File: config.mk
export PLATFORM = sky130hd
export DESIGN_NAME = brace_command_frame_parser
export DESIGN_NICKNAME = d
export VERILOG_FILES = /design/src/hw/rtl/bcfp_pkg.sv /design/src/hw/rtl/bcfp_front.sv /design/src/hw/rtl/bcfp_queue.sv /design/src/hw/rtl/bcfp_back.sv /design/src/hw/rtl/brace_command_frame_parser.sv
export SDC_FILE = /design/constraint.sdc
export NUM_CORES = 1
export LEC_CHECK = 0
export ABC_AREA = 1
export BUFFER_PORTS_ARGS = -buffer_cell sky130_fd_sc_hd__buf_2
export CAP_MARGIN = 20
export CORE_UTILIZATION = 40
export CTS_CLUSTER_DIAMETER = 120
export DETAILED_ROUTE_END_ITERATION = 8
export SYNTH_ARGS = -nofsm -noshare
export SYNTH_HDL_FRONTEND = slang
export SYNTH_SLANG_ARGS = --single-unit
export TNS_END_PERCENT = 100
File: constraint.sdc
create_clock -name clk_i -period 11.1 [get_ports clk_i]
set_clock_uncertainty 0.1 [all_clocks]
set_input_delay 1.665 -clock clk_i [delete_from_list [all_inputs] [get_ports clk_i]]
set_output_delay 1.665 -clock clk_i [all_outputs]
set_load 0.02 [all_outputs]
File: src/hw/rtl/bcfp_pkg.sv
`timescale 1ns / 1ps
// ----------------------------------------------------------------------------
// bcfp_pkg
// Shared types, byte codes, status codes and the command name table.
// ----------------------------------------------------------------------------
package bcfp_pkg;

  localparam int TABLE_ROWS = 19;
  localparam int NAME_CHARS = 10;
  localparam int QUEUE_DEPTH = 2;

  localparam logic [15:0] VALUE_LIMIT_RESET = 16'd100;

  localparam logic [7:0] CH_NUL   = 8'h00;
  localparam logic [7:0] CH_QUOTE = 8'h22;
  localparam logic [7:0] CH_PLUS  = 8'h2B;
  localparam logic [7:0] CH_MINUS = 8'h2D;
  localparam logic [7:0] CH_ZERO  = 8'h30;
  localparam logic [7:0] CH_NINE  = 8'h39;
  localparam logic [7:0] CH_COLON = 8'h3A;
  localparam logic [7:0] CH_OPEN  = 8'h7B;
  localparam logic [7:0] CH_CLOSE = 8'h7D;
  localparam logic [7:0] CH_SPACE = 8'h20;
  localparam logic [7:0] CH_TAB   = 8'h09;
  localparam logic [7:0] CH_CR    = 8'h0D;

  localparam logic [1:0] ST_OK     = 2'd0;
  localparam logic [1:0] ST_OK_VAL = 2'd1;
  localparam logic [1:0] ST_ERR    = 2'd2;
  localparam logic [1:0] ST_OVF    = 2'd3;

  localparam logic [31:0] CMD_PFX = "CMD_";

  // Names are right-justified, zero filled on the left.
  localparam logic [NAME_CHARS*8-1:0] CMD_NAMES [TABLE_ROWS] = '{
    {8'h00, CMD_PFX, "START"}, {16'h0000, CMD_PFX, "STOP"}, {CMD_PFX, "STATUS"},
    {24'h000000, CMD_PFX, "S1T"}, {24'h000000, CMD_PFX, "S2T"},
    {24'h000000, CMD_PFX, "S3T"}, {16'h0000, CMD_PFX, "DETT"},
    {16'h0000, CMD_PFX, "H1S1"}, {16'h0000, CMD_PFX, "H2S1"},
    {16'h0000, CMD_PFX, "H3S1"}, {16'h0000, CMD_PFX, "H4S1"},
    {16'h0000, CMD_PFX, "H1S2"}, {16'h0000, CMD_PFX, "H2S2"},
    {16'h0000, CMD_PFX, "H3S2"}, {16'h0000, CMD_PFX, "H4S2"},
    {16'h0000, CMD_PFX, "H1S3"}, {16'h0000, CMD_PFX, "H2S3"},
    {16'h0000, CMD_PFX, "H3S3"}, {16'h0000, CMD_PFX, "H4S3"}
  };

  typedef enum logic [1:0] {
    TOK_BYTE,
    TOK_CLOSE,
    TOK_OVF
  } tok_kind_e;

  typedef struct packed {
    tok_kind_e   kind;
    logic [7:0]  data;
    logic        is_nul;
    logic        is_quote;
    logic        is_colon;
    logic        is_space;
    logic        is_digit;
    logic        is_sign;
    logic        is_minus;
  } token_t;

  typedef struct packed {
    logic [1:0]  status;
    logic [4:0]  command_index;
    logic [15:0] command_value;
  } result_t;

  function automatic int cmd_len(int row);
    int n;
    n = 0;
    for (int k = 0; k < NAME_CHARS; k++) begin
      if (CMD_NAMES[row][k*8 +: 8] != CH_NUL) n++;
    end
    return n;
  endfunction

  function automatic logic [7:0] cmd_char(int row, int pos);
    logic [7:0] ch;
    int n;
    ch = CH_NUL;
    n = cmd_len(row);
    for (int k = 0; k < NAME_CHARS; k++) begin
      if (k < n && k == pos) ch = CMD_NAMES[row][(n-1-k)*8 +: 8];
    end
    return ch;
  endfunction

endpackage

File: src/hw/rtl/bcfp_front.sv
`timescale 1ns / 1ps
// ----------------------------------------------------------------------------
// bcfp_front
// Frame tracking and byte classification; emits tokens for in-frame bytes.
// ----------------------------------------------------------------------------
module bcfp_front import bcfp_pkg::*; #(
  parameter int MAX_FRAME_BYTES = 64
) (
  input  logic       clk_i,
  input  logic       rst_ni,
  input  logic       accept_i,
  input  logic [7:0] rx_byte_i,
  output logic       push_o,
  output token_t     token_o
);

  localparam int LW = $clog2(MAX_FRAME_BYTES);
  localparam logic [LW-1:0] LEN_LIMIT = LW'(MAX_FRAME_BYTES - 2);

  logic          in_frame_q, in_frame_d;
  logic [LW-1:0] len_q, len_d;

  always_comb begin
    token_o.data     = rx_byte_i;
    token_o.is_nul   = (rx_byte_i == CH_NUL);
    token_o.is_quote = (rx_byte_i == CH_QUOTE);
    token_o.is_colon = (rx_byte_i == CH_COLON);
    token_o.is_space = (rx_byte_i == CH_SPACE) ||
                       (rx_byte_i >= CH_TAB && rx_byte_i <= CH_CR);
    token_o.is_digit = (rx_byte_i >= CH_ZERO && rx_byte_i <= CH_NINE);
    token_o.is_sign  = (rx_byte_i == CH_PLUS) || (rx_byte_i == CH_MINUS);
    token_o.is_minus = (rx_byte_i == CH_MINUS);
    token_o.kind     = TOK_BYTE;
    push_o           = 1'b0;
    in_frame_d       = in_frame_q;
    len_d            = len_q;
    if (accept_i) begin
      if (!in_frame_q) begin
        if (rx_byte_i == CH_OPEN) begin
          in_frame_d = 1'b1;
          len_d      = LW'(1);
        end
      end else if (len_q == LEN_LIMIT) begin
        push_o       = 1'b1;
        token_o.kind = TOK_OVF;
        in_frame_d   = 1'b0;
        len_d        = '0;
      end else begin
        push_o = 1'b1;
        len_d  = len_q + LW'(1);
        if (rx_byte_i == CH_CLOSE) begin
          token_o.kind = TOK_CLOSE;
          in_frame_d   = 1'b0;
          len_d        = '0;
        end
      end
    end
  end

  always_ff @(posedge clk_i or negedge rst_ni) begin
    if (!rst_ni) begin
      in_frame_q <= 1'b0;
      len_q      <= '0;
    end else begin
      in_frame_q <= in_frame_d;
      len_q      <= len_d;
    end
  end

endmodule

File: src/hw/rtl/bcfp_queue.sv
`timescale 1ns / 1ps
// ----------------------------------------------------------------------------
// bcfp_queue
// Short token queue between the front and the back.
// ----------------------------------------------------------------------------
module bcfp_queue import bcfp_pkg::*; (
  input  logic   clk_i,
  input  logic   rst_ni,
  input  logic   push_i,
  input  token_t token_i,
  output logic   full_o,
  input  logic   pop_i,
  output logic   valid_o,
  output token_t token_o
);

  localparam int PW = (QUEUE_DEPTH > 1) ? $clog2(QUEUE_DEPTH) : 1;
  localparam int CW = $clog2(QUEUE_DEPTH + 1);

  token_t        mem_q [QUEUE_DEPTH];
  logic [PW-1:0] wr_ptr_q, wr_ptr_d;
  logic [PW-1:0] rd_ptr_q, rd_ptr_d;
  logic [CW-1:0] count_q, count_d;
  logic          do_push, do_pop;

  assign full_o  = (count_q == CW'(QUEUE_DEPTH));
  assign valid_o = (count_q != '0);
  assign token_o = mem_q[rd_ptr_q];
  assign do_push = push_i && !full_o;
  assign do_pop  = pop_i && valid_o;

  always_comb begin
    wr_ptr_d = wr_ptr_q;
    rd_ptr_d = rd_ptr_q;
    count_d  = count_q;
    if (do_push) begin
      wr_ptr_d = (wr_ptr_q == PW'(QUEUE_DEPTH - 1)) ? '0 : wr_ptr_q + PW'(1);
    end
    if (do_pop) begin
      rd_ptr_d = (rd_ptr_q == PW'(QUEUE_DEPTH - 1)) ? '0 : rd_ptr_q + PW'(1);
    end
    if (do_push && !do_pop) count_d = count_q + CW'(1);
    else if (!do_push && do_pop) count_d = count_q - CW'(1);
  end

  always_ff @(posedge clk_i or negedge rst_ni) begin
    if (!rst_ni) begin
      wr_ptr_q <= '0;
      rd_ptr_q <= '0;
      count_q  <= '0;
    end else begin
      wr_ptr_q <= wr_ptr_d;
      rd_ptr_q <= rd_ptr_d;
      count_q  <= count_d;
    end
  end

  always_ff @(posedge clk_i) begin
    if (do_push) mem_q[wr_ptr_q] <= token_i;
  end

endmodule

File: src/hw/rtl/bcfp_back.sv
`timescale 1ns / 1ps
// ----------------------------------------------------------------------------
// bcfp_back
// Frame parser, incremental command prefix match and result register.
// ----------------------------------------------------------------------------
module bcfp_back import bcfp_pkg::*; #(
  parameter int KEY_MAX_CHARS = 10,
  parameter int COMMAND_COUNT = 19
) (
  input  logic        clk_i,
  input  logic        rst_ni,
  input  logic        valid_i,
  input  token_t      token_i,
  output logic        pop_o,
  input  logic [15:0] value_limit_i,
  output logic        out_valid_o,
  input  logic        out_ready_i,
  output result_t     out_result_o
);

  localparam int ROWS = (COMMAND_COUNT < TABLE_ROWS) ? COMMAND_COUNT : TABLE_ROWS;
  localparam int KLW  = $clog2(KEY_MAX_CHARS + 1);

  localparam logic [2:0] PH_QUOTE = 3'd0;
  localparam logic [2:0] PH_KEY   = 3'd1;
  localparam logic [2:0] PH_COLON = 3'd2;
  localparam logic [2:0] PH_WS    = 3'd3;
  localparam logic [2:0] PH_SIGN  = 3'd4;
  localparam logic [2:0] PH_DIGIT = 3'd5;
  localparam logic [2:0] PH_STOP  = 3'd6;

  logic [2:0]      phase_q, phase_d, phase_n;
  logic [KLW-1:0]  key_len_q, key_len_d, key_len_n;
  logic [ROWS-1:0] alive_q, alive_d, alive_n, char_ok, hit;
  logic [16:0]     acc_q, acc_d, acc_n;
  logic            neg_q, neg_d, neg_n;
  logic            ovf_q, ovf_d, ovf_n;
  logic            digits_q, digits_d, digits_n;
  logic [20:0]     acc_x10;
  logic            need_out, out_free, found, val_ok;
  logic [4:0]      idx;
  logic            out_valid_q, out_valid_d;
  result_t         out_result_q, out_result_d;

  assign need_out    = (token_i.kind != TOK_BYTE);
  assign out_free    = !out_valid_q || out_ready_i;
  assign pop_o       = valid_i && (!need_out || out_free);
  assign out_valid_o = out_valid_q;
  assign out_result_o = out_result_q;

  assign acc_x10 = {1'b0, acc_q, 3'b000} + {3'b000, acc_q, 1'b0} +
                   {17'd0, token_i.data[3:0] - CH_ZERO[3:0]};

  always_comb begin
    for (int i = 0; i < ROWS; i++) begin
      char_ok[i] = (key_len_q >= KLW'(cmd_len(i))) ||
                   (token_i.data == cmd_char(i, int'(key_len_q)));
    end
  end

  // parse one byte
  always_comb begin
    phase_n   = phase_q;
    key_len_n = key_len_q;
    alive_n   = alive_q;
    acc_n     = acc_q;
    neg_n     = neg_q;
    ovf_n     = ovf_q;
    digits_n  = digits_q;
    if (token_i.is_nul) begin
      phase_n = PH_STOP;
    end else begin
      case (phase_q)
        PH_QUOTE: begin
          phase_n = token_i.is_quote ? PH_KEY : PH_STOP;
        end
        PH_KEY: begin
          if (token_i.is_quote) begin
            phase_n = (key_len_q != '0) ? PH_COLON : PH_STOP;
          end else if (key_len_q < KLW'(KEY_MAX_CHARS)) begin
            key_len_n = key_len_q + KLW'(1);
            alive_n   = alive_q & char_ok;
          end else begin
            phase_n = PH_STOP;
          end
        end
        PH_COLON: begin
          phase_n = token_i.is_colon ? PH_WS : PH_STOP;
        end
        PH_WS, PH_SIGN, PH_DIGIT: begin
          if (phase_q == PH_WS && token_i.is_space) begin
            phase_n = PH_WS;
          end else if (phase_q == PH_WS && token_i.is_sign) begin
            neg_n   = token_i.is_minus;
            phase_n = PH_SIGN;
          end else if (token_i.is_digit) begin
            digits_n = 1'b1;
            phase_n  = PH_DIGIT;
            if (!ovf_q) begin
              acc_n = acc_x10[16:0];
              ovf_n = (acc_x10[20:17] != 4'd0);
            end
          end else begin
            phase_n = PH_STOP;
          end
        end
        default: begin
          phase_n = PH_STOP;
        end
      endcase
    end
  end

  always_comb begin
    hit   = alive_n;
    found = 1'b0;
    idx   = 5'd0;
    for (int i = 0; i < ROWS; i++) begin
      hit[i] = alive_n[i] && (key_len_n >= KLW'(cmd_len(i)));
    end
    for (int i = ROWS - 1; i >= 0; i--) begin
      if (hit[i]) begin
        found = 1'b1;
        idx   = 5'(i);
      end
    end
    if (key_len_n == '0) found = 1'b0;
    val_ok = !ovf_q && (acc_q == 17'd0 || !neg_q) && (acc_q <= {1'b0, value_limit_i});
  end

  always_comb begin
    phase_d      = phase_q;
    key_len_d    = key_len_q;
    alive_d      = alive_q;
    acc_d        = acc_q;
    neg_d        = neg_q;
    ovf_d        = ovf_q;
    digits_d     = digits_q;
    out_valid_d  = out_valid_q && !out_ready_i;
    out_result_d = out_result_q;
    if (pop_o) begin
      if (need_out) begin
        phase_d     = PH_QUOTE;
        key_len_d   = '0;
        alive_d     = '1;
        acc_d       = '0;
        neg_d       = 1'b0;
        ovf_d       = 1'b0;
        digits_d    = 1'b0;
        out_valid_d = 1'b1;
        out_result_d.status        = ST_ERR;
        out_result_d.command_index = 5'd0;
        out_result_d.command_value = 16'd0;
        if (token_i.kind == TOK_OVF) begin
          out_result_d.status = ST_OVF;
        end else if (found) begin
          out_result_d.command_index = idx;
          if (!digits_q) begin
            out_result_d.status = ST_OK;
          end else if (val_ok) begin
            out_result_d.status        = ST_OK_VAL;
            out_result_d.command_value = acc_q[15:0];
          end
        end
      end else begin
        phase_d   = phase_n;
        key_len_d = key_len_n;
        alive_d   = alive_n;
        acc_d     = acc_n;
        neg_d     = neg_n;
        ovf_d     = ovf_n;
        digits_d  = digits_n;
      end
    end
  end

  always_ff @(posedge clk_i or negedge rst_ni) begin
    if (!rst_ni) begin
      phase_q     <= PH_QUOTE;
      key_len_q   <= '0;
      alive_q     <= '1;
      acc_q       <= '0;
      neg_q       <= 1'b0;
      ovf_q       <= 1'b0;
      digits_q    <= 1'b0;
      out_valid_q <= 1'b0;
    end else begin
      phase_q     <= phase_d;
      key_len_q   <= key_len_d;
      alive_q     <= alive_d;
      acc_q       <= acc_d;
      neg_q       <= neg_d;
      ovf_q       <= ovf_d;
      digits_q    <= digits_d;
      out_valid_q <= out_valid_d;
    end
  end

  always_ff @(posedge clk_i) begin
    out_result_q <= out_result_d;
  end

endmodule

File: src/hw/rtl/brace_command_frame_parser.sv
`timescale 1ns / 1ps
// ----------------------------------------------------------------------------
// brace_command_frame_parser
// Parses {"KEY":value} command frames from a byte stream, one result a frame.
// Throughput: one byte per cycle; a result held on m_axis backs up the input.
// A closing or overflowing byte is first written into the token queue; its result
// is registered on m_axis when the back pops it and m_axis is free.
// Reset: async active low; leaves frame and parser idle, value_limit = 100.
// ----------------------------------------------------------------------------
module brace_command_frame_parser import bcfp_pkg::*; #(
  parameter int MAX_FRAME_BYTES = 64,
  parameter int KEY_MAX_CHARS   = 10,
  parameter int COMMAND_COUNT   = 19
) (
  input  logic        clk_i,
  input  logic        rst_ni,
  input  logic        s_axis_tvalid,
  output logic        s_axis_tready,
  input  logic [7:0]  s_axis_tdata,   // [7:0] rx_byte
  output logic        m_axis_tvalid,
  input  logic        m_axis_tready,
  output logic [23:0] m_axis_tdata,   // [1:0] status, [6:2] command_index,
                                      // [22:7] command_value, [23] zero
  input  logic        cfg_wr_en_i,
  input  logic [15:0] cfg_wr_data_i
);

  logic        q_full, push, q_valid, pop, accept;
  token_t      front_tok, back_tok;
  result_t     result;
  logic [15:0] value_limit_q;

  assign s_axis_tready = !q_full;
  assign accept        = s_axis_tvalid && s_axis_tready;
  assign m_axis_tdata  = {1'b0, result.command_value, result.command_index,
                          result.status};

  always_ff @(posedge clk_i or negedge rst_ni) begin
    if (!rst_ni) begin
      value_limit_q <= VALUE_LIMIT_RESET;
    end else if (cfg_wr_en_i) begin
      value_limit_q <= cfg_wr_data_i;
    end
  end

  bcfp_front #(
    .MAX_FRAME_BYTES(MAX_FRAME_BYTES)
  ) u_front (
    .clk_i    (clk_i),
    .rst_ni   (rst_ni),
    .accept_i (accept),
    .rx_byte_i(s_axis_tdata),
    .push_o   (push),
    .token_o  (front_tok)
  );

  bcfp_queue u_queue (
    .clk_i  (clk_i),
    .rst_ni (rst_ni),
    .push_i (push),
    .token_i(front_tok),
    .full_o (q_full),
    .pop_i  (pop),
    .valid_o(q_valid),
    .token_o(back_tok)
  );

  bcfp_back #(
    .KEY_MAX_CHARS(KEY_MAX_CHARS),
    .COMMAND_COUNT(COMMAND_COUNT)
  ) u_back (
    .clk_i        (clk_i),
    .rst_ni       (rst_ni),
    .valid_i      (q_valid),
    .token_i      (back_tok),
    .pop_o        (pop),
    .value_limit_i(value_limit_q),
    .out_valid_o  (m_axis_tvalid),
    .out_ready_i  (m_axis_tready),
    .out_result_o (result)
  );

endmodule
==> metrics.yaml, run 1 <==
min_from: "u_back.alive_q[17]"
whs_endpoint: "u_back.alive_q[17]"
wirelength_um: 20700
crit_buf_inv: 2
rsz0062_at_grt: "no"
cts_setup_buffers: 0
place.port_buffers: 53
grt-ovfl-total: 0
max_freq_ghz: 0.213
clk_latency_ns: 0.42
dieWidth_um: 148
yosys.area_share.xor_xnor: 0.0298
synthAdderAreaFrac: 0.0883
drt_iter0_markers: 338
period_needed_ns: 4.70
synth_ff_type: "edfxtp_1"
die_y_um: 148
slew_headroom: 0.268
tns_ns: 0
power_leakage_nw: 4.56
drc_errors: 0
dieArea_mm2: 0.0219
ir_worst_vdd_uv: 125
hp-class: "flop to flop"
power_frac_comb: 0.341
synth_nets: 1125
reg2reg_from: "u_queue.rd_ptr_q"
grt_pass1_wl_um: 34500
postCtsHoldBufs: 0
core_mm2: 0.0210
end_kind: "flop"
cpMostUsedCell: "nand2_1"
avgRoutedWirePerCell_um: 15.0
startpoint: "u_queue.rd_ptr_q"
via_per_inst: 5.12
diodes: 0
seq_power_share: 0.339
worst_ep_required_time_ns: 11.34
ys_async_sr_fraction: 0.565
antenna_found_initial: 0
whs_path_depth: 2
synth_edf_count: 57
synth_top_family_by_area: "simple AND/OR/NAND/NOR gates"
nFillCells: 2077
rr_worst_depth: 25
cts_htree_levels: 4
p_per_area_mw_per_mm2: 197
netlist_instances: 1037
hold_violations: 0
ctsResizeCount: 0
cts_buffers: 17
critical_path.max_stage_delay_ns: 0.77
ant_nets: 0
p_sw_w: 0.000721
startpoint_type: "flop"
pwr-share-clk: 0.320
io_pins: 55
nets: 1180
synthSimpleGateAreaFrac: 0.246
drt-pass1-iter-count: 5
cts_tree: "built"
setup_viol: 0
hpwl_um: 15300
utilization: 0.462
worst_slew_pin_slew_ns: 1.10
r2r_end: "u_back.acc_q[15]"
r2r_slack_ns: 6.40
synth_compound_area_frac: 0.133
clock_path_buffers: 2
syn2layout_area_growth_pct: 13.6
switching_share: 0.377
ys_seq_elements: 131
grt_usage: 0.200
avgSynthCellArea_um2: 8.22
multi_input_area_mm2: 0.00429
syn_area_mm2: 0.00853
synth_mux_area_frac: 0.00484
cp_max_fo: 20
post-route-period-util: 0.423
gp_congestion: 0.943
row_count: 53
yosysSeqAreaShare: 0.421
worstPathArrival_ns: 4.94
critPathSlowestCell: "dfrtp_1"
start_util: 0.407
seq_area_mm2: 0.00359
path_delay_family: "compound AO/OA/AOI/OAI gates"
status: "complete, no violations"
cts-root-buf: "clkbuf_16"
num_vias: 7063
grt_max_degree: 68
yosysUniqueCellTypes: 67
drive_gt1_frac: 0.155
cts_sinks: 131
worstSetupPathType: "flop to flop"
grt_pass1_vias: 6880
maxSlewViolCount: 0
clk_pin_slew_ns: 0.06
maxCapViolCount: 0
p_int_w: 0.00119
yosys_warnings: 0
==> registers in the layout, summed over array words and instances, names as in the netlist <==
register and count:
u_queue.mem_q 34, u_back.out_result_o 23, u_back.acc_q 17, u_back.out_valid_o 1, u_front.len_q 6, u_back.neg_q 1
u_back.digits_q 1, u_back.phase_q 3, value_limit_q 16, u_back.alive_q 19, u_back.key_len_q 4, u_queue.count_q 2
u_back.ovf_q 1, u_front.in_frame_q 1, u_queue.rd_ptr_q 1, u_queue.wr_ptr_q 1
==> through the flow <==
step	area [µm²]	setup slack, ns	power [W]	cells	hold WS [ns]
4_1_cts	9680	6.46	0.00193	1380	0.366
5_1_grt	9680	5.98	0.00203	1380	0.374
2_1_floorplan	8530	7.01	0.00112	1037	0.342
3_5_place_dp	9050	6.52	0.00130	1348	0.357
6_report	9680	6.40	0.00191	1380	0.367
3_3_place_gp	9050	6.64	0.00130	1348	0.354
==> power groups by stage <==
stage | registers (W) | clock network (W) | logic [W]
3_3_place_gp | 0.000656 | 0 | 0.000642
3_5_place_dp | 0.000657 | 0 | 0.000648
2_1_floorplan | 0.000684 | 0 | 0.000436
4_1_cts | 0.000649 | 0.000624 | 0.000653
6_report | 0.000648 | 0.000612 | 0.000651
5_1_grt | 0.000659 | 0.000644 | 0.000729
==> placed cells by master, fill, tap and decap left out, drive strengths merged, types with 6 or more instances in the layout <==
cell and instances:
nand2 236, inv 137, nor2 119, o21ai 87, nand3 62, buf 58, ha 57, edfxtp 57
dfrtp 52, a21oi 48, xor2 27, dfstp 22, o22ai 20, clkbuf 18, nor3 15, nand4 12
or2 8, nor4 7, clkinv 6
==> final cells by class <==
class                   count  share of cell area
clock buffers              18              0.0443
flip-flops and latches    131               0.371
clock inverters            14              0.0216
well taps                 275              0.0355
repair buffers             58              0.0315
inverters                 136              0.0530
multi-input cells         748               0.443
==> cell families after synthesis <==
logic type | Yosys count
flip-flops | 131
AND/OR/NAND/NOR | 463
XOR/XNOR | 29
AO/OA/AOI/OAI | 192
buffers and inverters | 158
multiplexers | 4
adder cells (fa/ha/maj) | 59
other | 1
==> tightest hold or removal path, cell delays in order, from the launching register on <==
cell and delay (ns):
dfstp_2 0.37, nand2_1 0.06, nand2_1 0.04
==> metal layers <==
layer,GRT usage,vias to the layer above,wire (µm),part of all wire
met2,0.314,150,9290,0.45
met1,0.278,3292,10200,0.49
met4,0.0655,0,309,0.015
li1,-,3600,-,-
met5,0,-,0,0
met3,0.0361,21,879,0.043
==> cells in the mapped netlist, types with 3 or more instances <==
library cell	n	share of area
a211oi_1	3	0.0026
a21oi_1	46	0.027
a31oi_1	3	0.0022
buf_2	4	0.0023
buf_4	4	0.0035
clkbuf_1	10	0.0044
dfrtp_1	52	0.15
dfstp_2	22	0.068
edfxtp_1	57	0.20
ha_1	57	0.084
inv_1	121	0.053
inv_2	13	0.0057
mux2i_1	3	0.0035
nand2_1	225	0.099
nand2_2	10	0.0073
nand3_1	59	0.035
nand4_1	12	0.0088
nor2_1	99	0.044
nor2_2	6	0.0044
nor2_4	14	0.018
nor3_1	13	0.0076
nor4_1	7	0.0051
o2111ai_1	3	0.0031
o211ai_1	3	0.0026
o21ai_0	70	0.041
o21ai_1	15	0.0088
o22ai_1	20	0.015
or2_1	3	0.0022
or2_2	4	0.0029
xor2_1	27	0.028
==> how the worst max path moves through the flow <==
stage	cells after the start	end	slack, ns
2_1_floorplan	7	u_back.neg_q	7.01
3_3_place_gp	13	u_back.acc_q[4]	6.64
3_5_place_dp	25	u_back.acc_q[15]	6.52
4_1_cts	25	u_back.acc_q[15]	6.46
5_1_grt	25	u_back.acc_q[15]	5.98
6_report	25	u_back.acc_q[15]	6.40
Power figures use the tool's default switching activity.
==> run 2, diff against run 1 <==
==> constraint.sdc (replaced) <==
create_clock -name clk_i -period 4.2 [get_ports clk_i]
set_clock_uncertainty 0.1 [all_clocks]
set_input_delay 0.63 -clock clk_i [delete_from_list [all_inputs] [get_ports clk_i]]
set_output_delay 0.63 -clock clk_i [all_outputs]
set_load 0.02 [all_outputs]
==> run 2 against run 1 <==
- routed wire length increased by 2.5%
- worst setup slack got worse by 6.1 ns
- non-clock buffer count increased by 9
- design area increased by 0.97%
- maximum frequency increased by 22%
- sequential share of layout area decreased by 0.34 points
- sequential power increased to 2.6 times the previous value
- critical endpoint unchanged
- largest cell class unchanged
- highest routed layer unchanged
==> metrics.yaml, run 2 (synthesis gave the netlist of run 1 again) <==
status: "complete, no violations"
tns_ns: 0  # unchanged
maxSlewViolCount: 0  # unchanged
seq_power_share: 0.335  # -0.004
route.met3.wl_um: 958  # +9.0%
end_kind: "flop"
r2r_slack_ns: 0.34  # -6.06 ns
layout_commonest_cell: "nand2_1"
hpwl_um: 15900  # +3.5%
rsz0062_at_grt: "no"
slew_headroom: 0.576  # +0.308
avgRoutedWirePerCell_um: 15.2  # +1.9%
grt-ovfl-total: 0  # unchanged
ir_worst_vdd_uv: 354  # +180%
wirelength_um: 21200  # +2.5%
worstSetupPathType: "flop to flop"
startpoint_type: "flop"
grt_usage: 0.204  # +0.00350
dieArea_mm2: 0.0219  # unchanged
worstPathArrival_ns: 4.12  # -0.82 ns
p_sw_w: 0.00195  # +170%
most-common-layout-cells: "nand2_1 (225), inv_1 (121), nor2_1 (98)"
ant_nets: 0  # unchanged
maxCapViolCount: 0  # unchanged
cts_sinks: 131  # unchanged
clk_pin_slew_ns: 0.06  # about the same
diodes: 0  # unchanged
power_leakage_nw: 4.60  # +0.84%
clock_path_buffers: 2  # unchanged
hold_violations: 0  # unchanged
antenna_found_initial: 0  # unchanged
grt_pass1_vias: 6649  # -3.4%
drive_gt1_frac: 0.164  # +0.00952
core_mm2: 0.0210  # unchanged
highest_layer: "met4"
place.port_buffers: 53  # unchanged
drt-pass1-iter-count: 4  # -1
power_frac_comb: 0.357  # +0.016
post-route-period-util: 0.920  # +0.496
cts_htree_levels: 4  # unchanged
dieWidth_um: 148  # unchanged
setup_viol: 0  # unchanged
worst_ep_required_time_ns: 4.46  # -6.88 ns
largest_reg_flops: 34  # unchanged
hold_ws_ns: 0.312  # -0.0554 ns
cts_setup_buffers: 0  # unchanged
drt_iter0_markers: 481  # +42%
gp_congestion: 0.898  # -4.8%
hp-class: "input pin to flop"
p_int_w: 0.00313  # +160%
start_util: 0.407  # unchanged
syn2layout_area_growth_pct: 14.7
p_per_area_mw_per_mm2: 519  # +160%
wl_met2_um: 9400  # +1.2%
worst_slew_pin_slew_ns: 0.632  # -0.466 ns
nets: 1189  # +0.76%
cp_max_fo: 7  # -65%
switching_share: 0.383  # +0.00599
met1_length_um: 10500  # +3.1%
row_count: 53  # unchanged
num_vias: 7108  # +0.64%
clk_latency_ns: 0.43  # about the same
pwr-share-clk: 0.308  # -0.012
grt_pass1_wl_um: 34500  # about the same
power_w: 0.00508  # +170%
io_pins: 55  # unchanged
period_needed_ns: 3.86  # -0.836 ns
nFillCells: 2069  # -0.39%
die_y_um: 148  # unchanged
cts_buffers: 17  # unchanged
grt_max_degree: 75  # +10%
cts-root-buf: "clkbuf_16"
max_freq_ghz: 0.259  # +22%
cts_tree: "built"
drc_errors: 0  # unchanged
regMostFlops: "u_queue.mem_q"
via_per_inst: 5.12  # about the same
## run 2: changes by cell type in the layout (fill, tap and decap cells not counted), sizes merged
cell	before	now
bufinv	5	4
buf	58	66
clkinv	6	11
clkinvlp	2	1
inv	137	135
dlygate4sd3	0	1
clkbuf	18	17
## run 2: final timing paths
check	from	endpoint	depth (start not counted)
max	u_queue.rd_ptr_q	u_back.acc_q[15]	25
min	cfg_wr_data_i[12]	value_limit_q[12]	3
max reg2reg	u_queue.rd_ptr_q	u_back.acc_q[15]	25
min reg2reg	u_back.alive_q[2]	u_back.alive_q[2]	2
max in group asynchronous	rst_ni	u_back.alive_q[12]	3
min in group asynchronous	rst_ni	u_back.key_len_q[2]	2
## run 2: worst max-delay path, cell delays in order (launching register included)
cell and delay [ns]:
dfrtp_2 0.42, inv_2 0.04, or2_0 0.19, o21ai_1 0.17, inv_2 0.13, fa_1 0.38, ha_1 0.34, nand2_1 0.09
nand2_1 0.05, a31oi_1 0.23, nor2_1 0.07, nor2_1 0.11, o21bai_1 0.09, nand2_1 0.09, nand2_1 0.07, a21oi_2 0.17
nor2_1 0.07, o21ai_0 0.15, nand2_1 0.09, nand2_1 0.08, nand2_1 0.05, a21oi_1 0.19, o21ai_0 0.14, a21oi_1 0.13
o21ai_1 0.08, o21ai_1 0.07
## run 2: layout make-up
class | count | area (µm²) | area share
clock inverter | 15 | 190 | 0.0194
inverter | 136 | 513 | 0.0525
sequential | 131 | 3590 | 0.367
clock buffer | 17 | 425 | 0.0435
timing repair buffer | 67 | 403 | 0.0412
tap | 275 | 344 | 0.0352
multi-input combinational | 748 | 4310 | 0.441
## run 2: power groups by stage
stage	sequential (W)	combinational, W	clock (W)
floorplan	0.00181	0.00115	0
global placement	0.00172	0.00177	0
detailed placement	0.00172	0.00178	0
CTS	0.00170	0.00179	0.00160
global route	0.00172	0.00203	0.00165
finish	0.00170	0.00181	0.00156
## run 2: repair_timing
action	in CTS	in global routing
hold endpoints to repair	0	9
gates resized for setup	0	4
hold buffers	0	1
endpoints found under the setup margin	0	19
## run 2: metrics by stage
step / cell area (µm²) / utilization / instances / setup slack [ns]
2_1_floorplan: 8530 / - / 1037 / 0.671
3_3_place_gp: 9090 / 0.434 / 1354 / 0.161
3_5_place_dp: 9090 / 0.434 / 1354 / 0.131
4_1_cts: 9710 / 0.463 / 1386 / 0.123
5_1_grt: 9780 / 0.467 / 1389 / 0.0329
6_report: 9780 / 0.467 / 1389 / 0.337
## run 2: routing by layer
metal / GRT usage / vias to the layer above
met5: 0 / -
met4: 0.0691 / 0
met3: 0.0373 / 23
met2: 0.311 / 161
met1: 0.289 / 3312
li1: - / 3612
==> run 3, diff against run 2 <==
--- a/config.mk
+++ b/config.mk
@@ -11,6 +11,8 @@
 export CORE_UTILIZATION = 40
 export CTS_CLUSTER_DIAMETER = 120
 export DETAILED_ROUTE_END_ITERATION = 8
+export PLACE_DENSITY = 0.64
+export SLEW_MARGIN = 20
 export SYNTH_ARGS = -nofsm -noshare
 export SYNTH_HDL_FRONTEND = slang
 export SYNTH_SLANG_ARGS = --single-unit
==> run 3 against run 2 <==
- worst setup slack improved by 0.033 ns
- power shrank 2.5%
- via count about the same
- critical path depth decreased by 10
- hold slack worse by 0.18 ns
- utilization decreased by 0.35 points
- highest routed layer unchanged
- global-route usage is 0.84 points lower
- register-to-register slack improved by 0.03 ns
- first-iteration DRC count fell by 21%
- routed wire length down 2.1%
- non-clock buffer count decreased by 3
- design area shrank 0.74%
==> metrics.yaml, run 3 (synthesis gave the netlist of run 1 again) <==
cts-root-buf: "clkbuf_16"
gp_congestion: 0.901  # +0.40%
worst_slack_ns: 0.370  # +0.0330 ns
p_per_area_mw_per_mm2: 510  # -1.8%
slew_headroom: 0.293  # -0.283
worst_slew_pin_slew_ns: 1.06  # +0.429 ns
wirelength_um: 20700  # -2.1%
end_kind: "flop"
hold_violations: 0  # unchanged
clk_latency_ns: 0.42  # about the same
dieArea_mm2: 0.0219  # unchanged
path_cells: "inv_1 > ha_1 > nor2_1 > nand2_1 > nand2_2 > nor2_4 > nand2_1 > a21oi_1 > o21ai_1 > o2111ai_1 > a21oi_1 > nor2_1 > a41oi_4 > nand2_8 > o21ai_0"
cts_tree: "built"
core_mm2: 0.0210  # unchanged
setup_viol: 0  # unchanged
rr_worst_depth: 15  # -40%
clock_path_buffers: 2  # unchanged
startpoint_type: "flop"
drt-pass1-iter-count: 5  # +1
worstPathArrival_ns: 3.88  # -0.24 ns
die_y_um: 148  # unchanged
utilization: 0.463  # -0.00346
ctsResizeCount: 0  # unchanged
dpl_cell_area_mm2: 0.00909  # unchanged
dp_slack_ns: 0.194  # +0.0633 ns
drive_gt1_frac: 0.164  # -0.000457
dieWidth_um: 148  # unchanged
startpoint: "u_back.key_len_q[0]"
clk_pin_slew_ns: 0.06  # about the same
fin_area_mm2: 0.00971  # -0.74%
hold_ws_ns: 0.128  # -0.184 ns
worstSetupPathType: "flop to flop"
via_per_inst: 5.13  # +0.16%
seq_area_mm2: 0.00359  # about the same
switching_share: 0.393  # +0.0100
p_int_w: 0.00300  # -4.1%
period_needed_ns: 3.83  # -0.0330 ns
cts_htree_levels: 4  # unchanged
row_count: 53  # unchanged
critical_path.max_stage_delay_ns: 0.44  # +0.02 ns
worst_ep_required_time_ns: 4.25  # -0.21 ns
place.port_buffers: 53  # unchanged
postCtsHoldBufs: 0  # unchanged
pwr-share-clk: 0.297  # -0.011
grt_usage: 0.195  # -0.00837
cts_setup_buffers: 0  # unchanged
grt_pass1_vias: 6418  # -3.5%
r2r_slack_ns: 0.37  # +0.03 ns
grt_max_degree: 75  # unchanged
largest_reg_flops: 34  # unchanged
cts_sinks: 131  # unchanged
layout_commonest_cell: "nand2_1"
power_leakage_nw: 4.57  # -0.76%
regMostFlops: "u_queue.mem_q"
grt-ovfl-total: 0  # unchanged
syn2layout_area_growth_pct: 13.8
critPathSlowestCell: "dfrtp_1"
reg2reg_from: "u_back.key_len_q[0]"
cts_buffers: 17  # unchanged
nets: 1186  # -0.25%
start_util: 0.407  # unchanged
seq_power_share: 0.342  # +0.007
ir_worst_vdd_uv: 343  # -3.1%
max_freq_ghz: 0.261  # +0.86%
avgRoutedWirePerCell_um: 14.9  # -1.9%
drc_errors: 0  # unchanged
ant_nets: 0  # unchanged
power_frac_comb: 0.361  # +0.004
p_sw_w: 0.00195  # about the same
tns_ns: 0  # unchanged
hp-class: "input pin to async pin"
r2r_end: "u_back.out_result_o[21]"
grt_pass1_wl_um: 33500  # -2.8%
most-common-layout-cells: "nand2_1 (225), inv_1 (121), nor2_1 (98)"
num_vias: 7104  # -0.056%
hpwl_um: 15600  # -2.0%
post-route-period-util: 0.912  # -0.00785
cp_max_fo: 17  # +10
status: "complete, no violations"
maxSlewViolCount: 0  # unchanged
maxCapViolCount: 0  # unchanged
io_pins: 55  # unchanged
diodes: 0  # unchanged
drt_iter0_markers: 380  # -21%
antenna_found_initial: 0  # unchanged
nFillCells: 2077  # +0.39%
rsz0062_at_grt: "no"
multi_input_area_mm2: 0.00432  # +0.17%
==> run 3: stage by stage <==
step / cells / total power (W)
after floorplan: 1037 / 0.00296
after global placement: 1354 / 0.00345
after detailed placement: 1354 / 0.00348
after CTS: 1386 / 0.00497
after global routing: 1386 / 0.00526
final: 1386 / 0.00495
==> run 3: critical path: cells and delay by family, from the launching register on <==
family / cells / cell delay, ns
fa+ha+maj: 1 / 0.38
compound gates: 6 / 1.28
flops: 1 / 0.44
buf+inv: 1 / 0.15
simple gates: 7 / 1.20
==> run 3: how the worst max path moves through the flow <==
stage | to | depth (start not counted) | slack [ns]
after detailed placement | u_back.out_result_o[21] | 23 | 0.19
after floorplan | u_back.neg_q | 10 | 0.67
after global placement | u_back.out_result_o[21] | 23 | 0.18
final | u_back.out_result_o[21] | 15 | 0.37
after CTS | u_back.out_result_o[21] | 23 | 0.18
after global routing | u_back.out_result_o[21] | 15 | 0.06
==> run 3: power groups by stage <==
stage | registers [W] | logic (W) | clock network, W
2_1_floorplan | 0.00181 | 0.00115 | 0
3_3_place_gp | 0.00171 | 0.00174 | 0
3_5_place_dp | 0.00172 | 0.00176 | 0
4_1_cts | 0.00169 | 0.00177 | 0.00150
5_1_grt | 0.00171 | 0.00199 | 0.00155
6_report | 0.00169 | 0.00179 | 0.00147
==> run 3: per-layer routing <==
metal	part of all wire	global-route usage	vias up
li1	-	-	3609
met1	0.49	0.285	3287
met2	0.44	0.297	190
met3	0.053	0.0318	18
met4	0.011	0.0541	0
met5	0	0	-
==> run 3: area by class of cell <==
class	count	area share
clock buffer	19	0.0478
clock inverter	13	0.0125
inverter	136	0.0529
multi-input combinational	748	0.445
sequential	131	0.370
tap	275	0.0355
timing repair buffer	64	0.0365
